## src/cba_pkg.sv

```systemverilog
package cba_pkg;

  localparam int MAX_BLOCKS = 1024;
  localparam int BLK_W      = 10;
  localparam int CNT_W      = 11;
  localparam int CMD_W      = 2;
  localparam int WORD_W     = 8;
  localparam int BIT_W      = $clog2(WORD_W);
  localparam int WORDS      = MAX_BLOCKS / WORD_W;
  localparam int WADDR_W    = $clog2(WORDS);
  localparam int CFG_IDX_W  = 1;
  localparam int CFG_DATA_W = 11;

  localparam logic [BLK_W-1:0] DS_RST  = BLK_W'(1);
  localparam logic [CNT_W-1:0] BT_RST  = CNT_W'(1024);
  localparam logic [CNT_W-1:0] CNT_RST = CNT_W'(1024 - 1);
  localparam logic [CNT_W-1:0] MAX_CNT = CNT_W'(MAX_BLOCKS);

  typedef enum logic [CMD_W-1:0] {
    CMD_ALLOC = 2'd0,
    CMD_FREE  = 2'd1,
    CMD_CLEAR = 2'd2
  } cmd_t;

  typedef enum logic [CFG_IDX_W-1:0] {
    CFG_DATA_START  = 1'b0,
    CFG_BLOCK_TOTAL = 1'b1
  } cfg_idx_t;

endpackage

```

## src/cba_if.sv

```systemverilog
interface cba_req_if;
  logic                        valid;
  logic                        ready;
  logic [cba_pkg::CMD_W-1:0]   cmd;
  logic [cba_pkg::CNT_W-1:0]   block_count;
  logic [cba_pkg::BLK_W-1:0]   range_start;
  modport source (output valid, cmd, block_count, range_start, input ready);
  modport sink   (input valid, cmd, block_count, range_start, output ready);
endinterface

interface cba_rsp_if;
  logic                        valid;
  logic                        ready;
  logic                        status;
  logic [cba_pkg::BLK_W-1:0]   alloc_start;
  logic [cba_pkg::CNT_W-1:0]   free_left;
  modport source (output valid, status, alloc_start, free_left, input ready);
  modport sink   (input valid, status, alloc_start, free_left, output ready);
endinterface

```

## src/contiguous_block_allocator.sv

```systemverilog
// Contiguous block allocator, first fit over a used-bit map in one RAM of 8-bit words.
// Allocate reads and scans map words from data_start, then rewrites each word of the run;
// free rewrites each touched word; clear and rejected requests go straight to the result.
// Throughput: one request at a time, set by the word-by-word walk over the map RAM.
// Reset: synchronous active-low rst_n; map reads as all free via per-word valid bits,
// counter 1023, data_start 1, block_total 1024.
module contiguous_block_allocator (
  input  logic                           clk,
  input  logic                           rst_n,
  cba_req_if.sink                        in_req,
  cba_rsp_if.source                      out_rsp,
  input  logic                           cfg_we,
  input  logic [cba_pkg::CFG_IDX_W-1:0]  cfg_idx,
  input  logic [cba_pkg::CFG_DATA_W-1:0] cfg_wdata
);
  import cba_pkg::*;

  typedef enum logic [2:0] {
    ST_IDLE, ST_SCAN_RD, ST_SCAN, ST_MARK_RD, ST_MARK_WR, ST_DONE
  } state_t;

  state_t             state_r;
  logic [BLK_W-1:0]   ds_r;
  logic [CNT_W-1:0]   bt_r;
  logic [CNT_W-1:0]   counter_r;
  logic [CNT_W-1:0]   need_r;
  logic [CNT_W-1:0]   run_r;
  logic [BLK_W-1:0]   first_r;
  logic [BLK_W-1:0]   lo_r;
  logic [BLK_W-1:0]   hi_r;
  logic [WADDR_W-1:0] cur_w_r;
  logic [WADDR_W-1:0] last_w_r;
  logic               op_set_r;
  logic               res_status_r;
  logic [BLK_W-1:0]   res_start_r;
  logic               out_valid_r;
  logic               out_status_r;
  logic [BLK_W-1:0]   out_start_r;
  logic [CNT_W-1:0]   out_left_r;

  logic [CNT_W-1:0]   total;
  logic [CNT_W-1:0]   reload;
  logic               accept;
  logic [CNT_W:0]     fr_end;
  logic [CNT_W:0]     fr_lim;
  logic [CNT_W-1:0]   fr_cnt;
  logic [CNT_W:0]     fr_sum;
  logic [CNT_W-1:0]   fr_new;
  logic [CNT_W-1:0]   tot_m1;

  logic [WADDR_W-1:0] ram_raddr;
  logic [WORD_W-1:0]  ram_rdata;
  logic               ram_we;
  logic [WORD_W-1:0]  ram_wdata;
  logic               ram_clr;
  logic [WORD_W-1:0]  mark_m;

  logic [CNT_W-1:0]   run_out;
  logic [BLK_W-1:0]   first_out;
  logic               found;

  // Clamp the device size and derive the clear reload value
  assign total  = (bt_r > MAX_CNT) ? MAX_CNT : bt_r;
  assign reload = ({1'b0, ds_r} > total) ? '0 : total - {1'b0, ds_r};
  assign tot_m1 = total - CNT_W'(1);
  assign accept = in_req.valid && in_req.ready;
  assign in_req.ready = (state_r == ST_IDLE);

  // Count the blocks of a free range that lie below the total, then saturate
  assign fr_end = {2'b0, in_req.range_start} + {1'b0, in_req.block_count};
  assign fr_lim = (fr_end > {1'b0, total}) ? {1'b0, total} : fr_end;
  assign fr_cnt = (fr_lim > {2'b0, in_req.range_start})
                  ? CNT_W'(fr_lim - {2'b0, in_req.range_start}) : '0;
  assign fr_sum = {1'b0, counter_r} + {1'b0, fr_cnt};
  assign fr_new = (fr_sum > {1'b0, MAX_CNT}) ? MAX_CNT : fr_sum[CNT_W-1:0];

  // Mark mask for the word under modification
  always_comb begin
    logic [BLK_W-1:0] idx;
    for (int k = 0; k < WORD_W; k++) begin
      idx       = {cur_w_r, BIT_W'(k)};
      mark_m[k] = (idx >= lo_r) && (idx <= hi_r);
    end
  end

  // Drive the map RAM ports
  always_comb begin
    ram_raddr = cur_w_r;
    if (state_r == ST_SCAN) begin
      ram_raddr = cur_w_r + WADDR_W'(1);
    end
    ram_we    = (state_r == ST_MARK_WR);
    ram_wdata = op_set_r ? (ram_rdata | mark_m) : (ram_rdata & ~mark_m);
    ram_clr   = accept && (in_req.cmd == CMD_CLEAR);
  end

  cba_ram u_ram (
    .clk   (clk),
    .rst_n (rst_n),
    .clr   (ram_clr),
    .raddr (ram_raddr),
    .rdata (ram_rdata),
    .we    (ram_we),
    .waddr (cur_w_r),
    .wdata (ram_wdata)
  );

  cba_scan u_scan (
    .word      (ram_rdata),
    .widx      (cur_w_r),
    .ds        (ds_r),
    .total     (total),
    .need      (need_r),
    .run_in    (run_r),
    .first_in  (first_r),
    .run_out   (run_out),
    .first_out (first_out),
    .found     (found)
  );

  // Sequence requests, hold state and the result register
  always_ff @(posedge clk) begin
    if (!rst_n) begin
      state_r     <= ST_IDLE;
      ds_r        <= DS_RST;
      bt_r        <= BT_RST;
      counter_r   <= CNT_RST;
      out_valid_r <= 1'b0;
    end else begin
      if (cfg_we) begin
        case (cfg_idx)
          CFG_DATA_START:  ds_r <= cfg_wdata[BLK_W-1:0];
          CFG_BLOCK_TOTAL: bt_r <= cfg_wdata[CNT_W-1:0];
          default: ;
        endcase
      end
      // Drop the result after its transfer unless a new one is loaded
      if (out_rsp.ready && state_r != ST_DONE) begin
        out_valid_r <= 1'b0;
      end
      case (state_r)
        ST_IDLE: begin
          if (accept) begin
            res_status_r <= 1'b1;
            res_start_r  <= '0;
            state_r      <= ST_DONE;
            case (in_req.cmd)
              CMD_ALLOC: begin
                need_r   <= in_req.block_count;
                run_r    <= '0;
                first_r  <= '0;
                cur_w_r  <= ds_r[BLK_W-1:BIT_W];
                last_w_r <= tot_m1[BLK_W-1:BIT_W];
                if (in_req.block_count != '0 && in_req.block_count <= counter_r &&
                    {1'b0, ds_r} < total) begin
                  state_r <= ST_SCAN_RD;
                end
              end
              CMD_FREE: begin
                res_status_r <= 1'b0;
                counter_r    <= fr_new;
                lo_r         <= in_req.range_start;
                hi_r         <= BLK_W'(fr_lim - 1'b1);
                cur_w_r      <= in_req.range_start[BLK_W-1:BIT_W];
                op_set_r     <= 1'b0;
                if (fr_cnt != '0) begin
                  state_r <= ST_MARK_RD;
                end
              end
              CMD_CLEAR: begin
                res_status_r <= 1'b0;
                counter_r    <= reload;
              end
              default: ;
            endcase
          end
        end
        ST_SCAN_RD: begin
          state_r <= ST_SCAN;
        end
        ST_SCAN: begin
          if (found) begin
            counter_r    <= counter_r - need_r;
            lo_r         <= first_out;
            hi_r         <= BLK_W'({1'b0, first_out} + need_r - CNT_W'(1));
            cur_w_r      <= first_out[BLK_W-1:BIT_W];
            op_set_r     <= 1'b1;
            res_status_r <= 1'b0;
            res_start_r  <= first_out;
            state_r      <= ST_MARK_RD;
          end else if (cur_w_r == last_w_r) begin
            state_r <= ST_DONE;
          end else begin
            cur_w_r <= cur_w_r + WADDR_W'(1);
            run_r   <= run_out;
            first_r <= first_out;
          end
        end
        ST_MARK_RD: begin
          state_r <= ST_MARK_WR;
        end
        ST_MARK_WR: begin
          if (cur_w_r == hi_r[BLK_W-1:BIT_W]) begin
            state_r <= ST_DONE;
          end else begin
            cur_w_r <= cur_w_r + WADDR_W'(1);
            state_r <= ST_MARK_RD;
          end
        end
        ST_DONE: begin
          if (!out_valid_r || out_rsp.ready) begin
            out_valid_r  <= 1'b1;
            out_status_r <= res_status_r;
            out_start_r  <= res_start_r;
            out_left_r   <= counter_r;
            state_r      <= ST_IDLE;
          end
        end
        default: state_r <= ST_IDLE;
      endcase
    end
  end

  assign out_rsp.valid       = out_valid_r;
  assign out_rsp.status      = out_status_r;
  assign out_rsp.alloc_start = out_start_r;
  assign out_rsp.free_left   = out_left_r;

`ifndef SYNTHESIS
  a_cnt_range: assert property (@(posedge clk) disable iff (!rst_n)
    counter_r <= MAX_CNT) else $error("free counter above maximum");
  a_no_write_idle: assert property (@(posedge clk) disable iff (!rst_n)
    in_req.ready |-> !ram_we) else $error("map write while idle");
  a_scan_bound: assert property (@(posedge clk) disable iff (!rst_n)
    (state_r == ST_SCAN) |-> (cur_w_r <= last_w_r)) else $error("scan past last word");
  a_mark_after_read: assert property (@(posedge clk) disable iff (!rst_n)
    (state_r == ST_MARK_WR) |-> $past(state_r == ST_MARK_RD))
    else $error("map write without read");
`endif

endmodule

```

## src/cba_ram.sv

```systemverilog
module cba_ram (
  input  logic                        clk,
  input  logic                        rst_n,
  input  logic                        clr,
  input  logic [cba_pkg::WADDR_W-1:0] raddr,
  output logic [cba_pkg::WORD_W-1:0]  rdata,
  input  logic                        we,
  input  logic [cba_pkg::WADDR_W-1:0] waddr,
  input  logic [cba_pkg::WORD_W-1:0]  wdata
);
  import cba_pkg::*;

  logic [WORD_W-1:0] mem [WORDS];
  logic [WORDS-1:0]  valid_r;
  logic [WORD_W-1:0] rdata_r;
  logic              rvld_r;

  // Store data and register the read port
  always_ff @(posedge clk) begin
    if (we) begin
      mem[waddr] <= wdata;
    end
    rdata_r <= mem[raddr];
  end

  // Track written words; a clear drops them all at once
  always_ff @(posedge clk) begin
    if (!rst_n) begin
      valid_r <= '0;
      rvld_r  <= 1'b0;
    end else begin
      rvld_r <= valid_r[raddr];
      if (clr) begin
        valid_r <= '0;
      end else if (we) begin
        valid_r[waddr] <= 1'b1;
      end
    end
  end

  assign rdata = rvld_r ? rdata_r : '0;

endmodule

```

## src/cba_scan.sv

```systemverilog
module cba_scan (
  input  logic [cba_pkg::WORD_W-1:0]  word,
  input  logic [cba_pkg::WADDR_W-1:0] widx,
  input  logic [cba_pkg::BLK_W-1:0]   ds,
  input  logic [cba_pkg::CNT_W-1:0]   total,
  input  logic [cba_pkg::CNT_W-1:0]   need,
  input  logic [cba_pkg::CNT_W-1:0]   run_in,
  input  logic [cba_pkg::BLK_W-1:0]   first_in,
  output logic [cba_pkg::CNT_W-1:0]   run_out,
  output logic [cba_pkg::BLK_W-1:0]   first_out,
  output logic                        found
);
  import cba_pkg::*;

  // Walk the bits of one word, extending the current free run
  always_comb begin
    logic [BLK_W-1:0] idx;
    logic             usable;
    run_out   = run_in;
    first_out = first_in;
    found     = 1'b0;
    for (int k = 0; k < WORD_W; k++) begin
      idx    = {widx, BIT_W'(k)};
      usable = !word[k] && (idx >= ds) && ({1'b0, idx} < total);
      if (!found) begin
        if (usable) begin
          if (run_out == '0) begin
            first_out = idx;
          end
          run_out = run_out + CNT_W'(1);
          if (run_out == need) begin
            found = 1'b1;
          end
        end else begin
          run_out = '0;
        end
      end
    end
  end

endmodule

```

## src/flat_wrapper.sv

```systemverilog
// flat-port wrapper written by rule: the top's interface ports become plain ports
module contiguous_block_allocator_flat import cba_pkg::*;
  (clk, rst_n, cfg_we, cfg_idx, cfg_wdata, in_req_valid, in_req_cmd, in_req_block_count, in_req_range_start, in_req_ready, out_rsp_valid, out_rsp_status, out_rsp_alloc_start, out_rsp_free_left, out_rsp_ready);
  cba_req_if in_req_i ();
  cba_rsp_if out_rsp_i ();
  input  logic clk;
  input  logic rst_n;
  input  logic cfg_we;
  input  logic [cba_pkg::CFG_IDX_W-1:0] cfg_idx;
  input  logic [cba_pkg::CFG_DATA_W-1:0] cfg_wdata;
  input wire logic [$bits(in_req_i.valid)-1:0] in_req_valid;
  input wire logic [$bits(in_req_i.cmd)-1:0] in_req_cmd;
  input wire logic [$bits(in_req_i.block_count)-1:0] in_req_block_count;
  input wire logic [$bits(in_req_i.range_start)-1:0] in_req_range_start;
  output wire logic [$bits(in_req_i.ready)-1:0] in_req_ready;
  output wire logic [$bits(out_rsp_i.valid)-1:0] out_rsp_valid;
  output wire logic [$bits(out_rsp_i.status)-1:0] out_rsp_status;
  output wire logic [$bits(out_rsp_i.alloc_start)-1:0] out_rsp_alloc_start;
  output wire logic [$bits(out_rsp_i.free_left)-1:0] out_rsp_free_left;
  input wire logic [$bits(out_rsp_i.ready)-1:0] out_rsp_ready;
  assign in_req_i.valid = in_req_valid;
  assign in_req_i.cmd = in_req_cmd;
  assign in_req_i.block_count = in_req_block_count;
  assign in_req_i.range_start = in_req_range_start;
  assign in_req_ready = in_req_i.ready;
  assign out_rsp_valid = out_rsp_i.valid;
  assign out_rsp_status = out_rsp_i.status;
  assign out_rsp_alloc_start = out_rsp_i.alloc_start;
  assign out_rsp_free_left = out_rsp_i.free_left;
  assign out_rsp_i.ready = out_rsp_ready;
  contiguous_block_allocator u_core (.clk(clk), .rst_n(rst_n), .in_req(in_req_i), .out_rsp(out_rsp_i), .cfg_we(cfg_we), .cfg_idx(cfg_idx), .cfg_wdata(cfg_wdata));
endmodule
```

## config.mk

```make
export PLATFORM = sky130hd
export DESIGN_NAME = contiguous_block_allocator_flat
export DESIGN_NICKNAME = d
export VERILOG_FILES = /design/src/cba_pkg.sv /design/src/cba_if.sv /design/src/contiguous_block_allocator.sv /design/src/cba_ram.sv /design/src/cba_scan.sv /design/src/flat_wrapper.sv
export SDC_FILE = /design/constraint.sdc
export NUM_CORES = 2
export LEC_CHECK = 0
export BUFFER_PORTS_ARGS = -buffer_cell sky130_fd_sc_hd__buf_2
export CORE_MARGIN = 3
export CORE_UTILIZATION = 65
export DETAILED_ROUTE_END_ITERATION = 10
export PLACE_DENSITY_LB_ADDON = 0.25
export SLEW_MARGIN = 10
export SYNTH_ARGS = -nofsm -noshare
export SYNTH_HDL_FRONTEND = slang
export SYNTH_SLANG_ARGS = --single-unit
```

## constraint.sdc

```tcl
create_clock -name clk -period 20.2 [get_ports clk]
set_clock_uncertainty 0.1 [all_clocks]
set_input_delay 1.01 -clock clk [delete_from_list [all_inputs] [get_ports clk]]
set_output_delay 1.01 -clock clk [all_outputs]
set_load 0.01 [all_outputs]
```

; Yosys cells after proc, flatten, opt, wreduce, memory -nomap -nowiden
; Memory sizes are Yosys's and may differ from the RTL's. A register that Yosys moved wholly into a read port is not among the register bits.
; Cells that the tools add are included.
[totals]
ff_bits = 265
ram_bits = 1024
in_bits = 40
output_inout_bits = 24
wordCells = 308
memories = 1
[classes]
n_addsub = 18
magnitude_cmp = 42
eq_ne = 30
n_mux = 125
bitwise_logic = 6
reduce_logical = 66
[memory_table]
columns = memory, depth, width, read_ports, rd_ports_with_merged_regs, wr, line
row1 = u_core.u_ram.mem, 128, 8, 1, 1, 1, cba_ram.sv:13  ; logic [WORD_W-1:0] mem [WORDS];
[ops]
columns = operator, count
row1 = $mux W10, 34
row2 = $mux W11, 25
row3 = $ge A10 B10 Y1, 16
row4 = $or A128 B128 Y128, 1
row5 = $lt A10 B11 Y1, 9
row6 = $add A11 B1 Y11 const B, 8
row7 = $eq A11 B11 Y1, 8
row8 = $logic_not A11 Y1, 8
row9 = $le A10 B10 Y1, 8
row10 = $pmux W10 S2, 4
row11 = $pmux W11 S2, 3
row12 = $mux W1, 36
row13 = $mux W7, 5
row14 = $logic_and A1 B1 Y1, 30
row15 = $sub A10 B1 Y10 const B, 3
row16 = $reduce_bool A11 Y1, 2
row17 = $sub A11 B10 Y11, 2
row18 = $mux W3, 7
row19 = $pmux W7 S3, 1
row20 = $pmux W3 S6, 1
row21 = $lt A7 B8 Y1 const B, 2
row22 = $mux W8, 2
row23 = $eq A7 B7 Y1, 2
row24 = $pmux W7 S2, 1
row25 = other kinds (42), 69

; Depth between registers and ports, before layout
[logic_depth]
word_depth = 31
mapped_depth = 71
depth_no_buf = 63

; Modules after synthesis
; A second synthesis with hierarchy kept.
[unflattened]
cells_unflattened = 4954
area_unflattened_um2 = 63866.3
[by_module_without_submodules]
columns = module, instances, cells_per_inst, area_per_inst_um2, seq_area_each_um2
row1 = cba_ram, 1, 2472, 44666.6, 33492.1
row2 = contiguous_block_allocator, 1, 1160, 10388.7, 3723.6
row3 = cba_scan, 1, 1322, 8811.0, 0.0

; Least setup slack after synthesis
; Ideal clock, no wire load.
[synth_path]
kind = register to register
from = register u_core.bt_r[10]
to = register u_core.hi_r[9] (data pin)
setup_time_ns = 0.268
arrival_ns = 13.105
required_time_ns = 19.832
path_slack_ns = 6.727
path_stages_with_launch = 66
period_less_slack_ns = 13.473
path_cell_list = dfxtp_1 buf_2 clkinv_1 clkbuf_1 nand2_1 ha_1 a211oi_2 o32ai_1 nor4b_2 nand2_2 clkbuf_1 nor2_1 inv_1 ha_1 nand2_1 o21ai_0 ha_1 buf_1 [... 30 more ...] a32oi_1 o41ai_1 nor3_1 nor2_1 mux2i_1 ha_1 inv_1 ha_1 a21oi_1 o21ai_0 and2_1 o21a_1 o21ai_0 nand2b_1 a21oi_1 xnor2_1 xnor2_1 mux2i_1
[synth_between]
elab_chain_len = 31
[synth_rtl]
columns = element, line
row1 = from (decl), contiguous_block_allocator.sv:24  ; logic [CNT_W-1:0] bt_r;
row2 = from (signal assigned), contiguous_block_allocator.sv:133  ; CFG_BLOCK_TOTAL: bt_r <= cfg_wdata[CNT_W-1:0];
row3 = $gt A11 B11 Y1, contiguous_block_allocator.sv:63  ; assign total = (bt_r > MAX_CNT) ? MAX_CNT : bt_r;
row4 = $mux W11 *, contiguous_block_allocator.sv:63
row5 = $lt A10 B11 Y1, cba_scan.sv:24  ; usable = !word[k] && (idx >= ds) && ({1'b0, idx} < total);
row6 = $logic_and A1 B1 Y1, cba_scan.sv:24
row7 = $mux W11, cba_scan.sv:26  ; if (usable) begin
row8 = $add A11 B1 Y11 or $logic_not A11 Y1 (tied branches), "cba_scan.sv:30, cba_scan.sv:27"
row9 = $mux W11 (tied with other cells), cba_scan.sv:26
row10 = $mux W11 (tied with other cells), cba_scan.sv:25  ; if (!found) begin
row11 = [... 15 more ...], n/a
row12 = $logic_not A11 Y1 or $mux W10 (tied branches), "cba_scan.sv:27, cba_scan.sv:25"
row13 = $mux W10, cba_scan.sv:27  ; if (run_out == '0) begin
row14 = $mux W10, cba_scan.sv:26
row15 = $mux W10, cba_scan.sv:25
row16 = $add A10 B10 Y10, contiguous_block_allocator.sv:185  ; hi_r <= BLK_W'({1'b0, first_out} + need_r - CNT_W'(1));
row17 = $sub A10 B1 Y10, contiguous_block_allocator.sv:185
row18 = $mux W10, contiguous_block_allocator.sv:182  ; if (found) begin
row19 = $pmux W10 S2 *, contiguous_block_allocator.sv:141  ; case (state_r)
row20 = to (signal assigned), contiguous_block_allocator.sv:163  ; hi_r <= BLK_W'(fr_lim - 1'b1);
row21 = to (signal assigned), contiguous_block_allocator.sv:185
row22 = to (decl), contiguous_block_allocator.sv:30  ; logic [BLK_W-1:0] hi_r;
; Every way passes the cells marked *; elsewhere a longest branch is shown, timed or not. The select of a mux whose other input is x is not followed.
; A chain may end at the register's enable or synchronous reset.

; Worst setup path after layout
; Same ends and word-level chain as after synthesis.

==> impl_results.md <==
- Status: completed
- Slew headroom: 20.9%
- Avg Cell Area, Syn: 14.6 sq um
- Met2 WL: 86200 microns
- Pleak: 23.1 nW
- Mapped Nets: 4470
- RSZ-0062 raised after global routing: no
- Clock slew at reported path FFs: 0.07 ns
- Slew @ Worst Pin: 1.19 ns
- Cts hold-fix bufs: 0
- Slew Limit Fails: 0
- Clock insertion delay at the later pin of the skew report: 0.73 ns
- Leading post-synthesis cells by cell area: edfxtp_1, mux4_2, dfxtp_1
- Register area share after synthesis: 59.6%
- GRT Overall Usage: 36.4%
- Sw Pwr: 2.95 mW
- Post-synth ARST share: 0%
- Yosys cell types: 126
- Hpwl dp: 110000 microns
- VDD IR max: 0.142 mV
- NumNets Final: 4502
- CTS Buffer Depth: 3
- Setup Buffers After CTS: 0
- I/O Pins: 64
- Die Area: 99900 sq um
- Pwr Density: 127 nW/um^2
- Antenna Nets Post-Route: 0
- Core region area: 95200 sq um
- CTS Sinks: 1297
- HP Class: reg -> reg
- Synth warn: 0
- Root buffer cell: clkbuf_16
- Total Wirelength: 180000 microns
- DR iter-0 viols: 5834
- Area Growth Syn to Fin: 9.47%
- DR WL met3: 19200 microns
- Netlist Area Pre-Place: 62500 sq um
- Max cap viols: 0
- Final-report setup violation count: 0
- Clock network power share: 27.9%
- Most common cell after layout, fill and taps aside: edfxtp_1
- Critical Path Slowest Stage Cell: a2111oi_2
- Yosys reg bits: 1297
- Most frequent cells in the layout: edfxtp_1, mux4_2, nor2_1, nand2_1, dfxtp_1
- Starting Density: 65.6%
- First-pass GRT wire length: 267000 microns
- H-tree depth: 3
- Share of the synthesized area in the top cell type: 54.0%
- Fraction of layout cells with a size suffix above 1: 18.8%
- Critical Path Max Stage Delay: 0.75 ns
- Vias in the first global route: 39936
- Row cnt: 113
- Min Tclk post-route: 16.44 ns
- Tot Pwr: 8.70 mW
- Largest area contributor in the netlist: edfxtp_1
- Post-cts sizing count: 0
- Fillers: 5671
- Fmax: 0.0608 GHz
- Cells after Synth: 4281
- Top Metal Used: met5
- Number of synthesized flops with an enable pin: 1124
- Die X: 316 microns
- DRT Pass-1 Iters: 7
- Metal-1 WL: 64900 microns
- Worst hold stages: 0
- Largest net degree at the start of global routing: 161
- CTS tree: yes
- Sequential power share: 35.8%
- Placer's final routability congestion estimate: 0.984
- Num CTS Buffers: 120
- Internal: 5.75 mW
- Chip Height: 316 microns
- CP arrival: 16.76 ns
- Antenna violations before repair: 6
- GR Overflow Total: 0
- Worst setup SP type: flip-flop
- Wire length per cell: 31.7 microns
- Combinational share of power: 36.3%
- Crit path capture type: flip-flop
- Fin crit share: 81.4%
- Vias per Instance: 7.26
- Top FF cell, synth: edfxtp_1
- Sw frac: 33.9%
- Drc violations: 0
- Crit Path Category: reg -> reg
- Setup TNS: 0 ns
- Final Hold Viols: 0
- Crit path max fanout: 18
- Worst Reg2Reg Path Length in Cells: 53
- I/O Buffers: 63
- CP required: 20.52 ns
- Vias: 41264
- Most used cell, CP: ha_1
==> layout make-up <==
class | instances | area [sq um] | area share [%]
clock buffer | 153 | 3240 | 4.73
timing repair buffer | 127 | 846 | 1.24
tap | 1265 | 1580 | 2.31
inverter | 150 | 563 | 0.823
multi-input combinational | 2617 | 23900 | 35.0
clock inverter | 75 | 983 | 1.44
antenna | 1 | 2.50 | 0.00366
sequential | 1297 | 37200 | 54.4
==> routing by layer <==
layer  vias up  global-route usage (%)
met5         -                       0
met4         8                    16.9
met3       609                    7.01
met2      3007                    58.0
met1     20645                    49.3
li1      16995                       -
==> power groups by stage <==
stage          Sequential, mW  Clock, mW  Combinational, mW
2_1_floorplan            3.16          0               2.24
3_3_place_gp             3.16          0               3.05
3_5_place_dp             3.16          0               3.08
4_1_cts                  3.11       2.43               3.12
5_1_grt                  3.11       2.52               3.36
6_report                 3.11       2.43               3.16
==> cells in the mapped netlist, types with 32 or more instances <==
cell,number
nand2b_1,32
nor2b_1,34
o21ai_0,111
nand2_1,202
a21o_1,67
nor3_1,64
nor2_1,301
dfxtp_1,173
clkbuf_1,140
ha_1,143
nand3_1,102
o21a_1,143
a21oi_1,156
o211ai_1,34
buf_1,36
mux2i_1,34
nand4_1,61
xnor2_1,140
edfxtp_1,1124
nor4_1,34
mux4_2,378
or3_1,35
xor2_1,37
inv_1,140
==> worst max-delay path, delay by kind of cell, from the launching register on <==
| family | cells | cell delay (ns) |
|---|---|---|
| buffers and inverters | 5 | 0.97 |
| XOR/XNOR | 2 | 0.29 |
| AND/OR/NAND/NOR | 20 | 5.64 |
| multiplexers | 3 | 0.80 |
| flip-flops | 1 | 0.55 |
| AO/OA/AOI/OAI | 18 | 6.17 |
| adder cells (fa/ha/maj) | 5 | 1.62 |
==> final timing paths <==
check	startpoint	endpoint	slack [ns]
min reg2reg	u_core.res_start_r[3]$_DFFE_PP_	u_core.out_rsp.alloc_start[3]$_DFFE_PP_	0.32
max reg2reg	u_core.bt_r[10]$_SDFFE_PN1P_	u_core.hi_r[9]$_DFFE_PP_	3.76
min	u_core.res_start_r[3]$_DFFE_PP_	u_core.out_rsp.alloc_start[3]$_DFFE_PP_	0.32
max	u_core.bt_r[10]$_SDFFE_PN1P_	u_core.hi_r[9]$_DFFE_PP_	3.76
==> through the flow <==
stage	instance area (sq um)	instances	util [%]	worst slack, ns	hold slack [ns]
after floorplan	62500	4281	-	6.73	0.300
after global placement	64100	5455	67.4	4.63	0.304
after detailed placement	64100	5455	67.4	4.29	0.305
after CTS	68400	5683	71.8	4.23	0.319
after global routing	68400	5684	71.9	2.56	0.325
final	68400	5685	71.9	3.76	0.318
==> state kept, by name, indices dropped and copies added (netlist names) <==
name,flops
u_core.out_rsp.alloc_start,10
u_core.run_r,11
u_core.lo_r,10
u_core.u_ram.rdata_r,8
u_core.u_ram.mem,1024
u_core.bt_r,11
u_core.cur_w_r,7
u_core.first_r,10
u_core.u_ram.rvld_r,1
u_core.ds_r,10
u_core.state_r,3
u_core.u_ram.valid_r,128
u_core.out_rsp.status,1
u_core.res_status_r,1
u_core.out_rsp.valid,1
u_core.out_rsp.free_left,11
u_core.op_set_r,1
u_core.last_w_r,7
u_core.res_start_r,10
u_core.need_r,11
u_core.hi_r,10
u_core.counter_r,11
==> logic make-up (layout without fill, tap and decap cells) <==
family                     after synthesis  count (layout)  synth area share (%)
muxes                                  431             431                  14.5
other                                    0               1                     0
xor gates and xnor gates               182             182                  2.65
buffers and inverters                  367             505                  2.39
adders and majority gates              150             150                  3.07
DFF                                   1297            1297                  59.6
and+or+nand+nor                       1036            1036                  8.50
AOI/OAI and AO/OA                      818             818                  9.29
(Power assumes the default switching activity.)
